## src/hw/rtl/acrc_pkg.sv

```systemverilog
// Shared types, register indexes and constants of the congestion and RTO control block.
package acrc_pkg;

  localparam int CFG_IDX_W  = 3;
  localparam int CFG_DATA_W = 16;

  localparam logic [CFG_IDX_W-1:0] CFG_SEG_SIZE       = 3'd0;
  localparam logic [CFG_IDX_W-1:0] CFG_FAST_RESEND    = 3'd1;
  localparam logic [CFG_IDX_W-1:0] CFG_MIN_RTO        = 3'd2;
  localparam logic [CFG_IDX_W-1:0] CFG_FLUSH_INTERVAL = 3'd3;
  localparam logic [CFG_IDX_W-1:0] CFG_SEND_WINDOW    = 3'd4;
  localparam logic [CFG_IDX_W-1:0] CFG_IGNORE_CWND    = 3'd5;

  localparam logic [1:0] KIND_RTT   = 2'd0;
  localparam logic [1:0] KIND_ACK   = 2'd1;
  localparam logic [1:0] KIND_FLUSH = 2'd2;

  localparam logic [15:0] SEG_SIZE_RST       = 16'd1376;
  localparam logic [7:0]  FAST_RESEND_RST    = 8'd0;
  localparam logic [15:0] MIN_RTO_RST        = 16'd100;
  localparam logic [12:0] FLUSH_INTERVAL_RST = 13'd100;
  localparam logic [15:0] SEND_WINDOW_RST    = 16'd32;
  localparam logic [15:0] RTO_RST            = 16'd200;
  localparam logic [15:0] RTO_CEIL           = 16'd60000;
  localparam logic [15:0] THRESH_FLOOR       = 16'd2;
  localparam logic [15:0] WIN_MAX            = 16'hffff;
  localparam logic [31:0] CREDIT_MAX         = 32'hffffffff;

  localparam int DIV_CNT_W = 6;
  localparam logic [DIV_CNT_W-1:0] DIV_STEPS = 6'd33;

  typedef enum logic [4:0] {
    OP_NONE,
    OP_LOAD,
    OP_RTT_PREP,
    OP_RTT_ACC,
    OP_RTT_UPD,
    OP_RTO_SUM,
    OP_RTO_CLAMP,
    OP_ACK_SLOW,
    OP_ACK_PREP,
    OP_ACK_DIV1,
    OP_ACK_ADD,
    OP_ACK_DIV2,
    OP_ACK_WIN,
    OP_ACK_CAP,
    OP_ACK_CAPW,
    OP_FL_CUT,
    OP_FL_MUL,
    OP_FL_FIN,
    OP_OUT_LOAD
  } op_t;

  typedef struct packed {
    logic [1:0] kind;
    logic       srtt_zero;
    logic       ack_hold;
    logic       ack_slow;
    logic       grow;
    logic       div_done;
    logic       out_free;
  } sts_t;

endpackage

```

## src/hw/rtl/acrc_div.sv

```systemverilog
// Restoring serial divider, one quotient bit per cycle.
module acrc_div (
  input  logic        clk,
  input  logic        rst_n,
  input  logic        start,
  input  logic [32:0] dividend,
  input  logic [31:0] divisor,
  output logic [32:0] quotient,
  output logic        done
);

  logic                             busy_r;
  logic                             done_r;
  logic [acrc_pkg::DIV_CNT_W-1:0]   cnt_r;
  logic [32:0]                      quo_r;
  logic [31:0]                      rem_r;
  logic [31:0]                      dvs_r;
  logic [32:0]                      trial;
  logic [33:0]                      diff;
  logic                             ge;

  assign trial = {rem_r, quo_r[32]};
  assign diff  = {1'b0, trial} - {2'b00, dvs_r};
  assign ge    = ~diff[33];

  always_ff @(posedge clk) begin
    if (!rst_n) begin
      busy_r <= 1'b0;
      done_r <= 1'b0;
    end else begin
      done_r <= 1'b0;
      if (start) begin
        busy_r <= 1'b1;
      end else if (busy_r && (cnt_r == {{(acrc_pkg::DIV_CNT_W-1){1'b0}}, 1'b1})) begin
        busy_r <= 1'b0;
        done_r <= 1'b1;
      end
    end
  end

  always_ff @(posedge clk) begin
    if (start) begin
      quo_r <= dividend;
      rem_r <= '0;
      dvs_r <= divisor;
      cnt_r <= acrc_pkg::DIV_STEPS;
    end else if (busy_r) begin
      rem_r <= ge ? diff[31:0] : trial[31:0];
      quo_r <= {quo_r[31:0], ge};
      cnt_r <= cnt_r - {{(acrc_pkg::DIV_CNT_W-1){1'b0}}, 1'b1};
    end
  end

  assign quotient = quo_r;
  assign done     = done_r;

  a_no_restart: assert property (@(posedge clk) disable iff (!rst_n)
    start |-> !busy_r) else $error("divider started while busy");

  a_done_at_end: assert property (@(posedge clk) disable iff (!rst_n)
    (busy_r && !start && (cnt_r == {{(acrc_pkg::DIV_CNT_W-1){1'b0}}, 1'b1})) |=> done_r)
    else $error("divider finished without done");

endmodule

```

## src/hw/rtl/acrc_dp.sv

```systemverilog
// Datapath: configuration, window and timer state, multiplier, divider and result register.
module acrc_dp (
  input  logic                            clk,
  input  logic                            rst_n,
  input  acrc_pkg::op_t                   op,
  output acrc_pkg::sts_t                  sts,
  input  logic                            cfg_we,
  input  logic [acrc_pkg::CFG_IDX_W-1:0]  cfg_idx,
  input  logic [acrc_pkg::CFG_DATA_W-1:0] cfg_wdata,
  input  logic [1:0]                      in_kind,
  input  logic [30:0]                     in_rtt_ms,
  input  logic [15:0]                     in_remote_window,
  input  logic [15:0]                     in_in_flight,
  input  logic                            in_fast_resent,
  input  logic                            in_timed_out,
  input  logic                            out_ready,
  output logic                            out_valid,
  output logic [15:0]                     out_rto_ms,
  output logic [15:0]                     out_cong_window,
  output logic [15:0]                     out_slow_start_thresh,
  output logic [31:0]                     out_byte_credit
);

  // configuration
  logic [15:0] seg_r;
  logic [7:0]  frc_r;
  logic [15:0] min_rto_r;
  logic [12:0] flush_int_r;
  logic [15:0] send_win_r;
  logic        ign_r;

  // latched event
  logic [1:0]  kind_r;
  logic [30:0] rtt_r;
  logic [15:0] rwnd_r;
  logic [15:0] infl_r;
  logic        fast_r;
  logic        lost_r;

  // control state
  logic [31:0] srtt_r, srtt_nxt;
  logic [31:0] var_r, var_nxt;
  logic [15:0] rto_r, rto_nxt;
  logic [15:0] cwnd_r, cwnd_nxt;
  logic [31:0] credit_r, credit_nxt;
  logic [15:0] ssth_r, ssth_nxt;

  // scratch
  logic [34:0] acc_a_r, acc_a_nxt;
  logic [34:0] acc_b_r, acc_b_nxt;
  logic [31:0] inc_r, inc_nxt;
  logic [15:0] eff_r, eff_nxt;
  logic        cap_r, cap_nxt;
  logic [32:0] mul_r;

  // result register
  logic        out_valid_r;
  logic [15:0] out_rto_r;
  logic [15:0] out_cwnd_r;
  logic [15:0] out_ssth_r;
  logic [31:0] out_credit_r;

  logic [31:0] rtt_ext;
  logic [31:0] delta;
  logic [34:0] s7;
  logic [34:0] var3_sum;
  logic [31:0] srtt_div8;
  logic [34:0] var4;
  logic [34:0] fi_ext;
  logic [34:0] rto_sum;
  logic [34:0] min_ext;
  logic [34:0] rto_lo;
  logic [15:0] rto_clamped;
  logic [31:0] seg_ext;
  logic [31:0] inc_val;
  logic [32:0] slow_sum;
  logic [31:0] slow_credit;
  logic [32:0] div_quo;
  logic        div_done;
  logic        div_start;
  logic [32:0] div_dividend;
  logic [31:0] div_divisor;
  logic [32:0] q_use;
  logic [33:0] ca_sum;
  logic [31:0] ca_credit;
  logic [32:0] num;
  logic [15:0] seg_nz;
  logic [15:0] win_q;
  logic [15:0] eff0;
  logic [15:0] eff_val;
  logic [15:0] half_inf;
  logic [15:0] th_fast;
  logic [16:0] fsum;
  logic [15:0] fast_win;
  logic [15:0] half_eff;
  logic [15:0] th_lost;
  logic        fast_go;
  logic [16:0] mul_a;
  logic [15:0] mul_b;
  logic [32:0] mul_prod;
  logic        mul_en;

  // RTT smoothing and RTO
  assign rtt_ext     = {1'b0, rtt_r};
  assign delta       = (rtt_ext >= srtt_r) ? (rtt_ext - srtt_r) : (srtt_r - rtt_ext);
  assign s7          = {srtt_r, 3'b000} - {3'b000, srtt_r};
  assign var3_sum    = acc_a_r + {3'b000, var_r};
  assign srtt_div8   = acc_b_r[34:3];
  assign var4        = {1'b0, var_r, 2'b00};
  assign fi_ext      = {22'd0, flush_int_r};
  assign rto_sum     = {3'b000, srtt_r} + ((var4 > fi_ext) ? var4 : fi_ext);
  assign min_ext     = {19'd0, min_rto_r};
  assign rto_lo      = (acc_a_r < min_ext) ? min_ext : acc_a_r;
  assign rto_clamped = (rto_lo > {19'd0, acrc_pkg::RTO_CEIL}) ? acrc_pkg::RTO_CEIL
                                                              : rto_lo[15:0];

  // window growth
  assign seg_ext     = {16'd0, seg_r};
  assign inc_val     = (credit_r < seg_ext) ? seg_ext : credit_r;
  assign slow_sum    = {1'b0, credit_r} + {17'd0, seg_r};
  assign slow_credit = slow_sum[32] ? acrc_pkg::CREDIT_MAX : slow_sum[31:0];
  assign q_use       = (inc_r == '0) ? '0 : div_quo;
  assign ca_sum      = {2'b00, inc_r} + {1'b0, q_use} + {22'd0, seg_r[15:4]};
  assign ca_credit   = (|ca_sum[33:32]) ? acrc_pkg::CREDIT_MAX : ca_sum[31:0];
  assign num         = (slow_sum == '0) ? '0 : (slow_sum - 33'd1);
  assign seg_nz      = (seg_r == '0) ? 16'd1 : seg_r;
  assign win_q       = (|div_quo[32:16]) ? acrc_pkg::WIN_MAX : div_quo[15:0];

  // loss cuts
  assign eff0     = (send_win_r < rwnd_r) ? send_win_r : rwnd_r;
  assign eff_val  = (!ign_r && (cwnd_r < eff0)) ? cwnd_r : eff0;
  assign half_inf = {1'b0, infl_r[15:1]};
  assign th_fast  = (half_inf < acrc_pkg::THRESH_FLOOR) ? acrc_pkg::THRESH_FLOOR : half_inf;
  assign fsum     = {1'b0, th_fast} + {9'd0, frc_r};
  assign fast_win = fsum[16] ? acrc_pkg::WIN_MAX : fsum[15:0];
  assign half_eff = {1'b0, eff_r[15:1]};
  assign th_lost  = (half_eff < acrc_pkg::THRESH_FLOOR) ? acrc_pkg::THRESH_FLOOR : half_eff;
  assign fast_go  = fast_r && (frc_r != '0);

  // shared multiplier
  always_comb begin
    mul_en = 1'b1;
    mul_b  = seg_r;
    unique case (op)
      acrc_pkg::OP_ACK_PREP: mul_a = {1'b0, seg_r};
      acrc_pkg::OP_ACK_ADD:  mul_a = {1'b0, cwnd_r} + 17'd1;
      acrc_pkg::OP_ACK_CAP:  mul_a = {1'b0, rwnd_r};
      acrc_pkg::OP_FL_MUL:   mul_a = {1'b0, cwnd_r};
      default: begin
        mul_a  = {1'b0, cwnd_r};
        mul_en = 1'b0;
      end
    endcase
  end

  assign mul_prod = mul_a * mul_b;

  always_ff @(posedge clk) begin
    if (mul_en) begin
      mul_r <= mul_prod;
    end
  end

  // shared divider
  assign div_start    = (op == acrc_pkg::OP_ACK_DIV1) || (op == acrc_pkg::OP_ACK_DIV2);
  assign div_dividend = (op == acrc_pkg::OP_ACK_DIV1) ? mul_r : num;
  assign div_divisor  = (op == acrc_pkg::OP_ACK_DIV1) ? inc_r : {16'd0, seg_nz};

  acrc_div u_div (
    .clk      (clk),
    .rst_n    (rst_n),
    .start    (div_start),
    .dividend (div_dividend),
    .divisor  (div_divisor),
    .quotient (div_quo),
    .done     (div_done)
  );

  always_comb begin
    srtt_nxt   = srtt_r;
    var_nxt    = var_r;
    rto_nxt    = rto_r;
    cwnd_nxt   = cwnd_r;
    credit_nxt = credit_r;
    ssth_nxt   = ssth_r;
    acc_a_nxt  = acc_a_r;
    acc_b_nxt  = acc_b_r;
    inc_nxt    = inc_r;
    eff_nxt    = eff_r;
    cap_nxt    = cap_r;
    unique case (op)
      acrc_pkg::OP_RTT_PREP: begin
        if (srtt_r == '0) begin
          srtt_nxt = rtt_ext;
          var_nxt  = {1'b0, rtt_ext[31:1]};
        end else begin
          acc_a_nxt = {3'b000, delta};
          acc_b_nxt = s7;
        end
      end
      acrc_pkg::OP_RTT_ACC: begin
        acc_a_nxt = acc_a_r + {2'b00, var_r, 1'b0};
        acc_b_nxt = acc_b_r + {4'd0, rtt_r};
      end
      acrc_pkg::OP_RTT_UPD: begin
        var_nxt  = var3_sum[33:2];
        srtt_nxt = (srtt_div8 == '0) ? 32'd1 : srtt_div8;
      end
      acrc_pkg::OP_RTO_SUM:   acc_a_nxt = rto_sum;
      acrc_pkg::OP_RTO_CLAMP: rto_nxt = rto_clamped;
      acrc_pkg::OP_ACK_SLOW: begin
        cwnd_nxt   = cwnd_r + 16'd1;
        credit_nxt = slow_credit;
      end
      acrc_pkg::OP_ACK_PREP: inc_nxt = inc_val;
      acrc_pkg::OP_ACK_ADD:  credit_nxt = ca_credit;
      acrc_pkg::OP_ACK_WIN:  cwnd_nxt = win_q;
      acrc_pkg::OP_ACK_CAP: begin
        cap_nxt = cwnd_r > rwnd_r;
        if (cwnd_r > rwnd_r) begin
          cwnd_nxt = rwnd_r;
        end
      end
      acrc_pkg::OP_ACK_CAPW: begin
        if (cap_r) begin
          credit_nxt = mul_r[31:0];
        end
      end
      acrc_pkg::OP_FL_CUT: begin
        eff_nxt = eff_val;
        if (fast_go) begin
          ssth_nxt = th_fast;
          cwnd_nxt = fast_win;
        end
      end
      acrc_pkg::OP_FL_FIN: begin
        if (fast_go) begin
          credit_nxt = mul_r[31:0];
        end
        if (lost_r) begin
          ssth_nxt = th_lost;
        end
        if (lost_r || (cwnd_r == '0)) begin
          cwnd_nxt   = 16'd1;
          credit_nxt = seg_ext;
        end
      end
      default: begin
      end
    endcase
  end

  always_ff @(posedge clk) begin
    if (!rst_n) begin
      seg_r       <= acrc_pkg::SEG_SIZE_RST;
      frc_r       <= acrc_pkg::FAST_RESEND_RST;
      min_rto_r   <= acrc_pkg::MIN_RTO_RST;
      flush_int_r <= acrc_pkg::FLUSH_INTERVAL_RST;
      send_win_r  <= acrc_pkg::SEND_WINDOW_RST;
      ign_r       <= 1'b0;
    end else if (cfg_we) begin
      unique case (cfg_idx)
        acrc_pkg::CFG_SEG_SIZE:       seg_r       <= cfg_wdata;
        acrc_pkg::CFG_FAST_RESEND:    frc_r       <= cfg_wdata[7:0];
        acrc_pkg::CFG_MIN_RTO:        min_rto_r   <= cfg_wdata;
        acrc_pkg::CFG_FLUSH_INTERVAL: flush_int_r <= cfg_wdata[12:0];
        acrc_pkg::CFG_SEND_WINDOW:    send_win_r  <= cfg_wdata;
        acrc_pkg::CFG_IGNORE_CWND:    ign_r       <= cfg_wdata[0];
        default: begin
        end
      endcase
    end
  end

  always_ff @(posedge clk) begin
    if (!rst_n) begin
      srtt_r   <= '0;
      var_r    <= '0;
      rto_r    <= acrc_pkg::RTO_RST;
      cwnd_r   <= '0;
      credit_r <= '0;
      ssth_r   <= acrc_pkg::THRESH_FLOOR;
    end else begin
      srtt_r   <= srtt_nxt;
      var_r    <= var_nxt;
      rto_r    <= rto_nxt;
      cwnd_r   <= cwnd_nxt;
      credit_r <= credit_nxt;
      ssth_r   <= ssth_nxt;
    end
  end

  always_ff @(posedge clk) begin
    acc_a_r <= acc_a_nxt;
    acc_b_r <= acc_b_nxt;
    inc_r   <= inc_nxt;
    eff_r   <= eff_nxt;
    cap_r   <= cap_nxt;
    if (op == acrc_pkg::OP_LOAD) begin
      kind_r <= in_kind;
      rtt_r  <= in_rtt_ms;
      rwnd_r <= in_remote_window;
      infl_r <= in_in_flight;
      fast_r <= in_fast_resent;
      lost_r <= in_timed_out;
    end
  end

  always_ff @(posedge clk) begin
    if (!rst_n) begin
      out_valid_r <= 1'b0;
    end else if (op == acrc_pkg::OP_OUT_LOAD) begin
      out_valid_r <= 1'b1;
    end else if (out_ready) begin
      out_valid_r <= 1'b0;
    end
  end

  always_ff @(posedge clk) begin
    if (op == acrc_pkg::OP_OUT_LOAD) begin
      out_rto_r    <= rto_r;
      out_cwnd_r   <= cwnd_r;
      out_ssth_r   <= ssth_r;
      out_credit_r <= credit_r;
    end
  end

  assign sts.kind      = kind_r;
  assign sts.srtt_zero = (srtt_r == '0);
  assign sts.ack_hold  = (cwnd_r >= rwnd_r);
  assign sts.ack_slow  = (cwnd_r < ssth_r);
  assign sts.grow      = (mul_r <= {1'b0, credit_r});
  assign sts.div_done  = div_done;
  assign sts.out_free  = !out_valid_r || out_ready;

  assign out_valid             = out_valid_r;
  assign out_rto_ms            = out_rto_r;
  assign out_cong_window       = out_cwnd_r;
  assign out_slow_start_thresh = out_ssth_r;
  assign out_byte_credit       = out_credit_r;

  a_flush_min_window: assert property (@(posedge clk) disable iff (!rst_n)
    (op == acrc_pkg::OP_FL_FIN) |=> (cwnd_r != '0))
    else $error("window empty after flush report");

  a_rto_ceiling: assert property (@(posedge clk) disable iff (!rst_n)
    (op == acrc_pkg::OP_RTO_CLAMP) |=> (rto_r <= acrc_pkg::RTO_CEIL))
    else $error("timeout above ceiling");

  a_thresh_floor: assert property (@(posedge clk) disable iff (!rst_n)
    ssth_r >= acrc_pkg::THRESH_FLOOR)
    else $error("slow start threshold below floor");

endmodule

```

## src/hw/rtl/acrc_ctl.sv

```systemverilog
// Controller: sequences the datapath steps for each event kind.
module acrc_ctl (
  input  logic           clk,
  input  logic           rst_n,
  input  logic           in_valid,
  output logic           in_ready,
  input  acrc_pkg::sts_t sts,
  output acrc_pkg::op_t  op
);

  typedef enum logic [17:0] {
    S_IDLE      = 18'h00001,
    S_DISP      = 18'h00002,
    S_RTT_PREP  = 18'h00004,
    S_RTT_ACC   = 18'h00008,
    S_RTT_UPD   = 18'h00010,
    S_RTO_SUM   = 18'h00020,
    S_RTO_CLAMP = 18'h00040,
    S_ACK_CHK   = 18'h00080,
    S_ACK_DIV1  = 18'h00100,
    S_ACK_WAIT1 = 18'h00200,
    S_ACK_CMP   = 18'h00400,
    S_ACK_WAIT2 = 18'h00800,
    S_ACK_CAP   = 18'h01000,
    S_ACK_CAPW  = 18'h02000,
    S_FL_CUT    = 18'h04000,
    S_FL_MUL    = 18'h08000,
    S_FL_FIN    = 18'h10000,
    S_DONE      = 18'h20000
  } state_t;

  state_t state_r, state_nxt;

  always_comb begin
    state_nxt = state_r;
    op        = acrc_pkg::OP_NONE;
    in_ready  = 1'b0;
    unique case (state_r)
      S_IDLE: begin
        in_ready = 1'b1;
        if (in_valid) begin
          op        = acrc_pkg::OP_LOAD;
          state_nxt = S_DISP;
        end
      end
      S_DISP: begin
        unique case (sts.kind)
          acrc_pkg::KIND_RTT:   state_nxt = S_RTT_PREP;
          acrc_pkg::KIND_ACK:   state_nxt = S_ACK_CHK;
          acrc_pkg::KIND_FLUSH: state_nxt = S_FL_CUT;
          default:              state_nxt = S_DONE;
        endcase
      end
      S_RTT_PREP: begin
        op        = acrc_pkg::OP_RTT_PREP;
        state_nxt = sts.srtt_zero ? S_RTO_SUM : S_RTT_ACC;
      end
      S_RTT_ACC: begin
        op        = acrc_pkg::OP_RTT_ACC;
        state_nxt = S_RTT_UPD;
      end
      S_RTT_UPD: begin
        op        = acrc_pkg::OP_RTT_UPD;
        state_nxt = S_RTO_SUM;
      end
      S_RTO_SUM: begin
        op        = acrc_pkg::OP_RTO_SUM;
        state_nxt = S_RTO_CLAMP;
      end
      S_RTO_CLAMP: begin
        op        = acrc_pkg::OP_RTO_CLAMP;
        state_nxt = S_DONE;
      end
      S_ACK_CHK: begin
        priority if (sts.ack_hold) begin
          state_nxt = S_DONE;
        end else if (sts.ack_slow) begin
          op        = acrc_pkg::OP_ACK_SLOW;
          state_nxt = S_ACK_CAP;
        end else begin
          op        = acrc_pkg::OP_ACK_PREP;
          state_nxt = S_ACK_DIV1;
        end
      end
      S_ACK_DIV1: begin
        op        = acrc_pkg::OP_ACK_DIV1;
        state_nxt = S_ACK_WAIT1;
      end
      S_ACK_WAIT1: begin
        if (sts.div_done) begin
          op        = acrc_pkg::OP_ACK_ADD;
          state_nxt = S_ACK_CMP;
        end
      end
      S_ACK_CMP: begin
        if (sts.grow) begin
          op        = acrc_pkg::OP_ACK_DIV2;
          state_nxt = S_ACK_WAIT2;
        end else begin
          state_nxt = S_ACK_CAP;
        end
      end
      S_ACK_WAIT2: begin
        if (sts.div_done) begin
          op        = acrc_pkg::OP_ACK_WIN;
          state_nxt = S_ACK_CAP;
        end
      end
      S_ACK_CAP: begin
        op        = acrc_pkg::OP_ACK_CAP;
        state_nxt = S_ACK_CAPW;
      end
      S_ACK_CAPW: begin
        op        = acrc_pkg::OP_ACK_CAPW;
        state_nxt = S_DONE;
      end
      S_FL_CUT: begin
        op        = acrc_pkg::OP_FL_CUT;
        state_nxt = S_FL_MUL;
      end
      S_FL_MUL: begin
        op        = acrc_pkg::OP_FL_MUL;
        state_nxt = S_FL_FIN;
      end
      S_FL_FIN: begin
        op        = acrc_pkg::OP_FL_FIN;
        state_nxt = S_DONE;
      end
      S_DONE: begin
        if (sts.out_free) begin
          op        = acrc_pkg::OP_OUT_LOAD;
          state_nxt = S_IDLE;
        end
      end
      default: state_nxt = S_IDLE;
    endcase
  end

  always_ff @(posedge clk) begin
    if (!rst_n) begin
      state_r <= S_IDLE;
    end else begin
      state_r <= state_nxt;
    end
  end

endmodule

```

## src/hw/rtl/arq_congestion_and_rto_control.sv

```systemverilog
// Top level of the sender-side congestion window and retransmit timeout control.
//
// Usage:
//   cfg_we/cfg_idx/cfg_wdata write one setting (segment size, fast
//   resend threshold, minimum RTO, flush interval, send window, ignore-cwnd);
//   write only while no event is in progress.
//   The in_ channel carries one event per transfer: RTT sample, ack advance or
//   flush report. Every event gives exactly one transfer on the out_ channel,
//   a snapshot of RTO, congestion window, slow start threshold and byte credit.
//   Events are handled one at a time. Congestion avoidance runs the shared
//   33-step serial divider once, and a second time when it also grows the
//   window; slow start growth, flush reports and RTT samples take no divide,
//   and a held window or an unused kind goes straight to the result. in_ready
//   returns the cycle after the result enters the output register.
//   A result waiting on a stalled receiver does not block the next event from
//   being accepted; that event holds in its final step until the output
//   register frees. Reset (rst_n low, synchronous) restores the setting
//   defaults, RTO 200, window 0, threshold 2, credit 0 and no RTT sample.
module arq_congestion_and_rto_control (
  input  logic                            clk,
  input  logic                            rst_n,
  input  logic                            cfg_we,
  input  logic [acrc_pkg::CFG_IDX_W-1:0]  cfg_idx,
  input  logic [acrc_pkg::CFG_DATA_W-1:0] cfg_wdata,
  input  logic                            in_valid,
  output logic                            in_ready,
  input  logic [1:0]                      in_kind,
  input  logic [30:0]                     in_rtt_ms,
  input  logic [15:0]                     in_remote_window,
  input  logic [15:0]                     in_in_flight,
  input  logic                            in_fast_resent,
  input  logic                            in_timed_out,
  output logic                            out_valid,
  input  logic                            out_ready,
  output logic [15:0]                     out_rto_ms,
  output logic [15:0]                     out_cong_window,
  output logic [15:0]                     out_slow_start_thresh,
  output logic [31:0]                     out_byte_credit
);

  acrc_pkg::op_t  op;
  acrc_pkg::sts_t sts;

  acrc_ctl u_ctl (
    .clk      (clk),
    .rst_n    (rst_n),
    .in_valid (in_valid),
    .in_ready (in_ready),
    .sts      (sts),
    .op       (op)
  );

  acrc_dp u_dp (
    .clk                   (clk),
    .rst_n                 (rst_n),
    .op                    (op),
    .sts                   (sts),
    .cfg_we                (cfg_we),
    .cfg_idx               (cfg_idx),
    .cfg_wdata             (cfg_wdata),
    .in_kind               (in_kind),
    .in_rtt_ms             (in_rtt_ms),
    .in_remote_window      (in_remote_window),
    .in_in_flight          (in_in_flight),
    .in_fast_resent        (in_fast_resent),
    .in_timed_out          (in_timed_out),
    .out_ready             (out_ready),
    .out_valid             (out_valid),
    .out_rto_ms            (out_rto_ms),
    .out_cong_window       (out_cong_window),
    .out_slow_start_thresh (out_slow_start_thresh),
    .out_byte_credit       (out_byte_credit)
  );

endmodule
```

## config.mk

```make
export PLATFORM = sky130hd
export DESIGN_NAME = arq_congestion_and_rto_control
export DESIGN_NICKNAME = d
export VERILOG_FILES = /design/src/hw/rtl/acrc_pkg.sv /design/src/hw/rtl/acrc_div.sv /design/src/hw/rtl/acrc_dp.sv /design/src/hw/rtl/acrc_ctl.sv /design/src/hw/rtl/arq_congestion_and_rto_control.sv
export SDC_FILE = /design/constraint.sdc
export NUM_CORES = 2
export LEC_CHECK = 0
export BUFFER_PORTS_ARGS = -buffer_cell sky130_fd_sc_hd__buf_2
export CORE_MARGIN = 2
export CORE_UTILIZATION = 45
export CTS_CLUSTER_DIAMETER = 50
export DETAILED_ROUTE_END_ITERATION = 8
export SYNTH_ARGS = -nofsm -noshare
export SYNTH_HDL_FRONTEND = slang
export SYNTH_SLANG_ARGS = --single-unit
```

## constraint.sdc

```tcl
create_clock -name clk -period 12.2 [get_ports clk]
set_input_delay 2.44 -clock clk [delete_from_list [all_inputs] [get_ports clk]]
set_output_delay 2.44 -clock clk [all_outputs]
set_load 0.01 [all_outputs]
```

* After elaboration in Yosys (flattened, before gate mapping) *
Cells that the tools add are included.

cells by class
  reductions and logical operators = 44
  muxes and demuxes = 67
  bitwise logic cells = 2
  magnitude comparators = 13
  add/sub/neg operators = 16
  equality and inequality tests = 56
  $mul = 1

operators with widths
  operator                                                                 number
  32-bit 2-to-1 mux                                                        10
  18-bit case mux with 16 select lines                                     1
  16-bit 2-to-1 mux                                                        13
  33-bit 2-to-1 mux                                                        5
  32-bit case mux with 2 select lines                                      2
  32-bit case mux with 4 select lines                                      1
  35-bit 2-to-1 mux                                                        3
  35-bit case mux with 3 select lines                                      1
  32-bit zero test                                                         3
  18-bit 2-to-1 mux                                                        5
  5-bit case mux with 17 select lines                                      1
  16-bit case mux with 5 select lines                                      1
  35-bit case mux with 2 select lines                                      1
  18-bit case mux with 3 select lines                                      1
  17-bit case mux with 3 select lines                                      1
  16-bit less-than comparator                                              3
  5-bit by 4-bit equality test with 1-bit output (second input constant)   8
  32-bit by 35-bit adder with 35-bit output                                1
  35-bit by 31-bit adder with 35-bit output                                1
  35-bit by 33-bit adder with 35-bit output                                1
  35-bit by 16-bit > comparator with 1-bit output (second input constant)  1
  35-bit by 16-bit less-than comparator with 1-bit output                  1
  35-bit by 32-bit subtractor with 35-bit output                           1
  32-bit by 33-bit adder with 34-bit output                                1
  other kinds (78)                                                         132

word-level totals
  register bits = 637
  output and inout port bits = 82
  logic and storage cells = 237

* Logic depth before layout (Yosys ltp) *
  depth after elaboration = 7
  gate-level depth with buffers = 38
  depth with buffers taken out = 37

* Cells and area by module *
From an unflattened synthesis, not the netlist that was laid out.

unflattened totals
  cells, all modules = 6470
  area, all modules = 56355.3 um2

modules (own cells, without submodules)
  module    area an instance (um2)  instances  cells an instance
  acrc_dp   49352.3                 1          5752
  acrc_div  5766.8                  1          563
  acrc_ctl  1236.2                  1          155

* Worst setup path before layout *
Ideal clock, no wire load.

  path kind = flip-flop to flip-flop
  start = reg u_dp.rwnd_r[5]
  end = reg u_dp.mul_r[32], data pin
  required time = 11.940 ns
  setup time = 0.260 ns
  setup slack = 3.452 ns
  arrival = 8.488 ns
  cell stages (with the launch flop) = 35
  clock period less this slack = 8.748 ns
  path through = edfxtp_1 > inv_1 > ha_1 > a21o_1 > a21o_1 > a21oi_1 > o221ai_1 > nor3_1 > and2_1 > buf_2 > buf_2 > a21oi_1 > a21oi_1 > buf_2 > nand2_1 > fa_1 > fa_1 > fa_1 > fa_1 > inv_1 > fa_1 > inv_1 > fa_1 > inv_1 > ha_1 > a21oi_1 > or2_2 > a31oi_1 > o32ai_1 > o22ai_1 > a211o_1 > a21oi_1 > o21bai_1 > a21oi_1 > xnor2_1

between the ends
  longest elaborated chain between the ends = 6
  elaborated cells between the ends (all ways) = 8
  those cells by class = mul (1); order compare (1); eq/ne (3); mux (3)

ends and longest elaborated chain
  element                                             line            text
  start, declared                                     acrc_dp.sv:35   logic [15:0] rwnd_r;
  start signal, assigned                              acrc_dp.sv:302  rwnd_r <= in_remote_window;
  16-bit greater-or-equal comparator                  acrc_dp.sv:330  assign sts.ack_hold = (cwnd_r >= rwnd_r);
  5-bit 2-to-1 mux                                    acrc_ctl.sv:75  priority if (sts.ack_hold) begin
  5-bit case mux with 17 select lines                 acrc_ctl.sv:38  unique case (state_r)
  5-bit by 4-bit equality test with 1-bit output      acrc_dp.sv:144  unique case (op)
  17-bit case mux with 3 select lines (*)             acrc_dp.sv:144
  17-bit by 16-bit multiplier with 33-bit output (*)  acrc_dp.sv:156  assign mul_prod = mul_a * mul_b;
  named net u_dp.mul_prod[32]                         acrc_dp.sv:100  logic [32:0] mul_prod;
  end signal, assigned                                acrc_dp.sv:160  mul_r <= mul_prod;
  end, declared                                       acrc_dp.sv:54   logic [32:0] mul_r;

Mark *: on every way through the listed nets, which the timed path passes. The rest lies on a longest branch.
A chain may end at the register's enable or synchronous reset.

* Worst setup path in the final report *
  start = reg u_dp.cwnd_r[5]
  end = reg u_dp.mul_r[32], data pin

between the ends
  longest elaborated chain between the ends = 7
  elaborated cells between the ends (all ways) = 11
  those cells by class = add/sub (1); mul (1); order compare (2); eq/ne (3); mux (4)

ends and longest elaborated chain
  element                                             line            text
  start, declared                                     acrc_dp.sv:44   logic [15:0] cwnd_r, cwnd_nxt;
  start signal, assigned                              acrc_dp.sv:287  cwnd_r <= cwnd_nxt;
  16-bit less-than comparator                         acrc_dp.sv:331  assign sts.ack_slow = (cwnd_r < ssth_r);
  4-bit 2-to-1 mux                                    acrc_ctl.sv:77  end else if (sts.ack_slow) begin
  5-bit 2-to-1 mux                                    acrc_ctl.sv:75
  5-bit case mux with 17 select lines                 acrc_ctl.sv:38
  5-bit by 4-bit equality test with 1-bit output      acrc_dp.sv:144
  17-bit case mux with 3 select lines (*)             acrc_dp.sv:144
  17-bit by 16-bit multiplier with 33-bit output (*)  acrc_dp.sv:156
  named net u_dp.mul_prod[32]                         acrc_dp.sv:100

Marked as above.

==> results.md <==
Clock tree:
- The clock-pin slew on the worst setup and hold paths is 60 ps.
- The later pin in the worst-skew pair is clocked with a latency of 730 ps.
- The number of hold buffers added after CTS was 0.
- The clock drives roughly 630 sinks.
- The buffer count from post-CTS setup fixing is 0.
- The clock passes through at most 3 buffers.
- The root buffer cell chosen for the clock tree is clkbuf_16.
- After clock tree synthesis, the repair step resized 0 gates.
- TritonCTS built the clock tree.
- The number of CTS-inserted buffers is 96.
- The number of H-tree branching levels is 3.

Hold path:
- The min-delay analysis places its worst path in the category reg -> reg.
- The startpoint identified for the worst hold timing path is u_dp.rto_r[9]$_SDFFE_PN0N_.
- Along the worst hold path, the cell count comes to 0.
- The path with the worst hold slack has its endpoint at u_dp.out_rto_ms[9]$_DFFE_PP_.

Critical path:
- The category of the most critical setup path is reg -> reg.
- The critical path launch point type is a register.
- The category of the worst setup path capture point is a register.
- The worst register-to-register path ends at u_dp.mul_r[32]$_DFFE_PP_.
- The critical-path maximum fanout is 25.
- The required arrival time at the worst endpoint is around 13000 ps.
- In this design, the critical path's most frequently occurring cell is fa_1.
- The longest individual stage delay on the worst path is 770 ps.
- For this design, the slowest cell found on the critical path is a21oi_2.
- The cell count of the worst reg-to-reg path is 32.
- In this run the critical register-to-register path is launched from u_dp.cwnd_r[5]$_SDFFE_PN0P_.
- For the worst setup path, the data arrival time is roughly 11000 ps.
- Setup slack on the worst reg-to-reg path comes out at around 1900 ps.

Pwr:
- In this run, the combinational gates consume 9.3% of the power.
- For this design the total switching power over the nets is ~1.6 mW.
- The total power per unit cell area is ~94 mW/mm2.
- In this run the static leakage power is approximately 26 nW.
- The share of total power dissipated in sequential elements is 40.0%.
- The maximum ir drop on the vdd rail is ~0.13 mV.
- Cell internal power was estimated by the tool at ~4.3 mW.
- Net switching is a little over a quarter of the power.
- The clock share of power is between 50 and 60%.

Synthesis:
- The average cell area after synthesis is roughly 8.8 um2.
- In the synthesized netlist the dominant register cell turns out to be edfxtp_1.
- The number of warnings printed during yosys synthesis is 0.
- After synthesis, the share of flip-flops with an asynchronous set or reset is 0%.
- The count of flip-flops with a built-in enable after synthesis is around 360.
- The synthesized netlist occupies a cell area of 0.0559 mm2.
- Synthesis handed over a netlist of between 6000 and 7000 instances.
- The register bit count reported by yosys is 633.
- The part of the Yosys area used for sequential elements is 29.1%.
- The number of nets in the synthesized netlist is 7274.
- The number of different library cells used by synthesis comes to roughly 110.

Run status:
- The run finished with clean final reports.

Drt:
- After detailed routing, the wire length on met1 is ~85000 um.
- In the routed design, unresolved DRC markers number 0.
- The per-cell routed wire length is between 20 and 25 um.
- The highest metal layer with signal wires is met5.
- After detailed routing, the total wire length is approximately 190000 um.
- Summing over every cut layer, the via total after detailed routing is 48600.
- The detail route stage leaves a number of antenna-violating nets equal to 0.
- The routed via count divided by cell count is between 5 and 6.
- After the first detailed-routing iteration, the DRC count stood at roughly 4500.
- The routed design uses 86300 um of met2 wire.
- The pre-antenna-repair detailed-routing pass consisted of 6 iterations.
- Wire segments on met3 add up to around 13000 um in the final route.

Global route:
- The wire length of the first global-routing pass is around 290000 um.
- Global routing finished with a remaining overflow of 0.
- The total routing resource utilization after global routing is between 20% and 30%.
- The number of antenna violations at the first check in global routing is 4.
- The number of global-route vias before repair was 47700.
- The maximum number of pins on one net before global-route repair is ~100.

STA:
- Setup violations remaining at the end of the flow were counted as 0.
- The smallest hold slack is approximately 420 ps.
- In the final timing run, aggregate negative setup slack is 0 ps.
- The final worst-path cycle share is around 84%.
- The count of pins over their slew limit came to 0.
- Headroom to the max-slew limit came out at between 10% and 20%.
- The worst setup skew after layout is about 71 ps.
- For the pin with the worst max-slew slack, the measured transition is approximately 1300 ps.
- Setup repair after global routing left no endpoint under its margin.
- The timing-limited maximum frequency is around 0.097 GHz.
- The clock period minus worst slack is 10310 ps.
- The number of hold violations in the final report came to 0.
- Across all setup checks in the final design, the least slack found is between 1500 and 2000 ps.

Finish:
- The finished cells cover between 0.06 and 0.07 mm2.
- The post-route netlist has about 9% of its cells at a drive strength greater than 1.
- The area added between synthesis and finish is 10.6%.
- The net count of the finished layout is approximately 7300.
- The number of filler cells placed in the layout is 11800.
- Leaving out filler cells and counting taps, the final layout contains 8149.
- The antenna diode count is 0.

Floorplan:
- For this design the top-level I/O count stands at 173.
- The region available for standard cell placement spans approximately 0.12 mm2.
- The die covers 0.127 mm2.
- Once the floorplan was initialized, standard cells occupied about 45% of the core.
- The die is roughly 360 um wide.
- Row generation in the floorplan step produced 129 rows.
- The chip height is 357 um.

Placement:
- The HPWL after detailed placement is approximately 140000 um.
- The post-place setup slack is between 1500 and 2000 ps.
- The number of port buffers is 170.
- The instance area at placement is between 0.05 and 0.06 mm2.
- The placed cell count is between 7000 and 8000.
- The congestion estimate from routability-driven global placement came to just under 1.

Run:
- The number of max-cap violations is 0.
==> per-stage QoR <==
| step | util, % | total power, mW |
|---|---|---|
| after floorplan | - | 2.73 |
| after global placement | 47.3 | 2.90 |
| after detailed placement | 47.3 | 2.90 |
| after CTS | 50.1 | 5.85 |
| after global routing | 50.1 | 6.00 |
| final | 50.1 | 5.82 |
==> flip-flops by register name, summed over array words and instances, names as in the netlist, 18 cells and up <==
name	flops
u_dp.acc_a_r	35
u_dp.acc_b_r	35
u_dp.mul_r	33
u_dp.u_div.quotient	33
u_dp.credit_r	32
u_dp.inc_r	32
u_dp.out_byte_credit	32
u_dp.srtt_r	32
u_dp.u_div.dvs_r	32
u_dp.u_div.rem_r	32
u_dp.var_r	32
u_dp.rtt_r	31
u_ctl.state_r	18
==> Yosys cell counts (all sizes together) (43+ instances only) <==
cell type | number | area, um2
a31oi | 47 | 300
xnor2 | 217 | 1920
buf | 62 | 320
a21o | 155 | 1160
nor3b | 43 | 323
o21bai | 47 | 353
inv | 560 | 2100
nand2b | 44 | 275
nor4 | 82 | 541
o211ai | 46 | 345
a211oi | 104 | 796
nand2 | 579 | 2170
dfxtp | 272 | 5450
ha | 570 | 7130
edfxtp | 361 | 10800
mux2i | 106 | 1060
nor2 | 397 | 1490
clkbuf | 254 | 953
a21oi | 580 | 2910
fa | 229 | 4580
nand3 | 104 | 521
nand4 | 81 | 507
o21a | 76 | 572
and3 | 49 | 307
and2 | 168 | 1050
o21ai | 427 | 2250
nor3 | 96 | 502
xor2 | 101 | 885
nor2b | 90 | 563
==> power groups by stage <==
| stage | clock network, mW | registers [mW] | logic (mW) |
|---|---|---|---|
| global route | 3.07 | 2.33 | 0.595 |
| detailed placement | 0 | 2.37 | 0.531 |
| finish | 2.95 | 2.33 | 0.544 |
| global placement | 0 | 2.37 | 0.527 |
| floorplan | 0 | 2.35 | 0.372 |
| CTS | 2.99 | 2.33 | 0.534 |
==> cell usage in the layout (no fill, tap or decap), types with 169 or more instances in the layout <==
cell	count
a21oi_1	571
buf_2	169
dfxtp_1	268
edfxtp_1	361
fa_1	229
ha_1	570
inv_1	559
nand2_1	579
nor2_1	391
o21ai_0	382
xnor2_1	214
==> critical path, delay by kind of cell, from the launching register on <==
family	cells	cell delay (ps)
and+or+nand+nor	4	1720
AOI/OAI and AO/OA	14	3690
buffers and inverters	5	770
xor gates and xnor gates	1	90
adders and majority gates	8	3030
DFF	1	690
==> worst max path at each step <==
stage,start,endpoint,slack [ps],depth (start not counted)
floorplan,u_dp.rwnd_r[5]$_DFFE_PN_,u_dp.mul_r[32]$_DFFE_PP_,3450,34
finish,u_dp.cwnd_r[5]$_SDFFE_PN0P_,u_dp.mul_r[32]$_DFFE_PP_,1890,32
global route,u_dp.cwnd_r[5]$_SDFFE_PN0P_,u_dp.mul_r[32]$_DFFE_PP_,1310,32
CTS,u_dp.cwnd_r[5]$_SDFFE_PN0P_,u_dp.mul_r[32]$_DFFE_PP_,1910,30
global placement,u_dp.cwnd_r[5]$_SDFFE_PN0P_,u_dp.mul_r[32]$_DFFE_PP_,2050,32
detailed placement,u_dp.cwnd_r[5]$_SDFFE_PN0P_,u_dp.mul_r[32]$_DFFE_PP_,1940,31
==> kinds of logic after synthesis <==
group	count (synthesis)	share of synthesized area (%)
buffers and inverters	880	6.06
AND/OR/NAND/NOR	1855	16.4
other	1	0.00670
AO/OA/AOI/OAI	1773	20.2
adder cells (fa/ha/maj)	799	20.9
XOR/XNOR	318	5.02
flip-flops	633	29.1
multiplexers	125	2.28
==> per-layer routing <==
metal	global-route usage (%)	up-vias
met5	0	-
met4	10.4	2
met3	4.98	389
met2	47.9	1798
met1	40.1	23500
li1	-	22900
==> final cells by class <==
type                    count  area [um2]  area share, %
clock buffers             114        2620           4.24
inverters                 564        2120           3.43
multi-input cells        4871       36400           58.9
flip-flops and latches    633       16300           26.3
well taps                1637        2050           3.31
repair buffers            262        1540           2.50
clock inverters            68         800           1.29
Power figures use the tool's default switching activity.
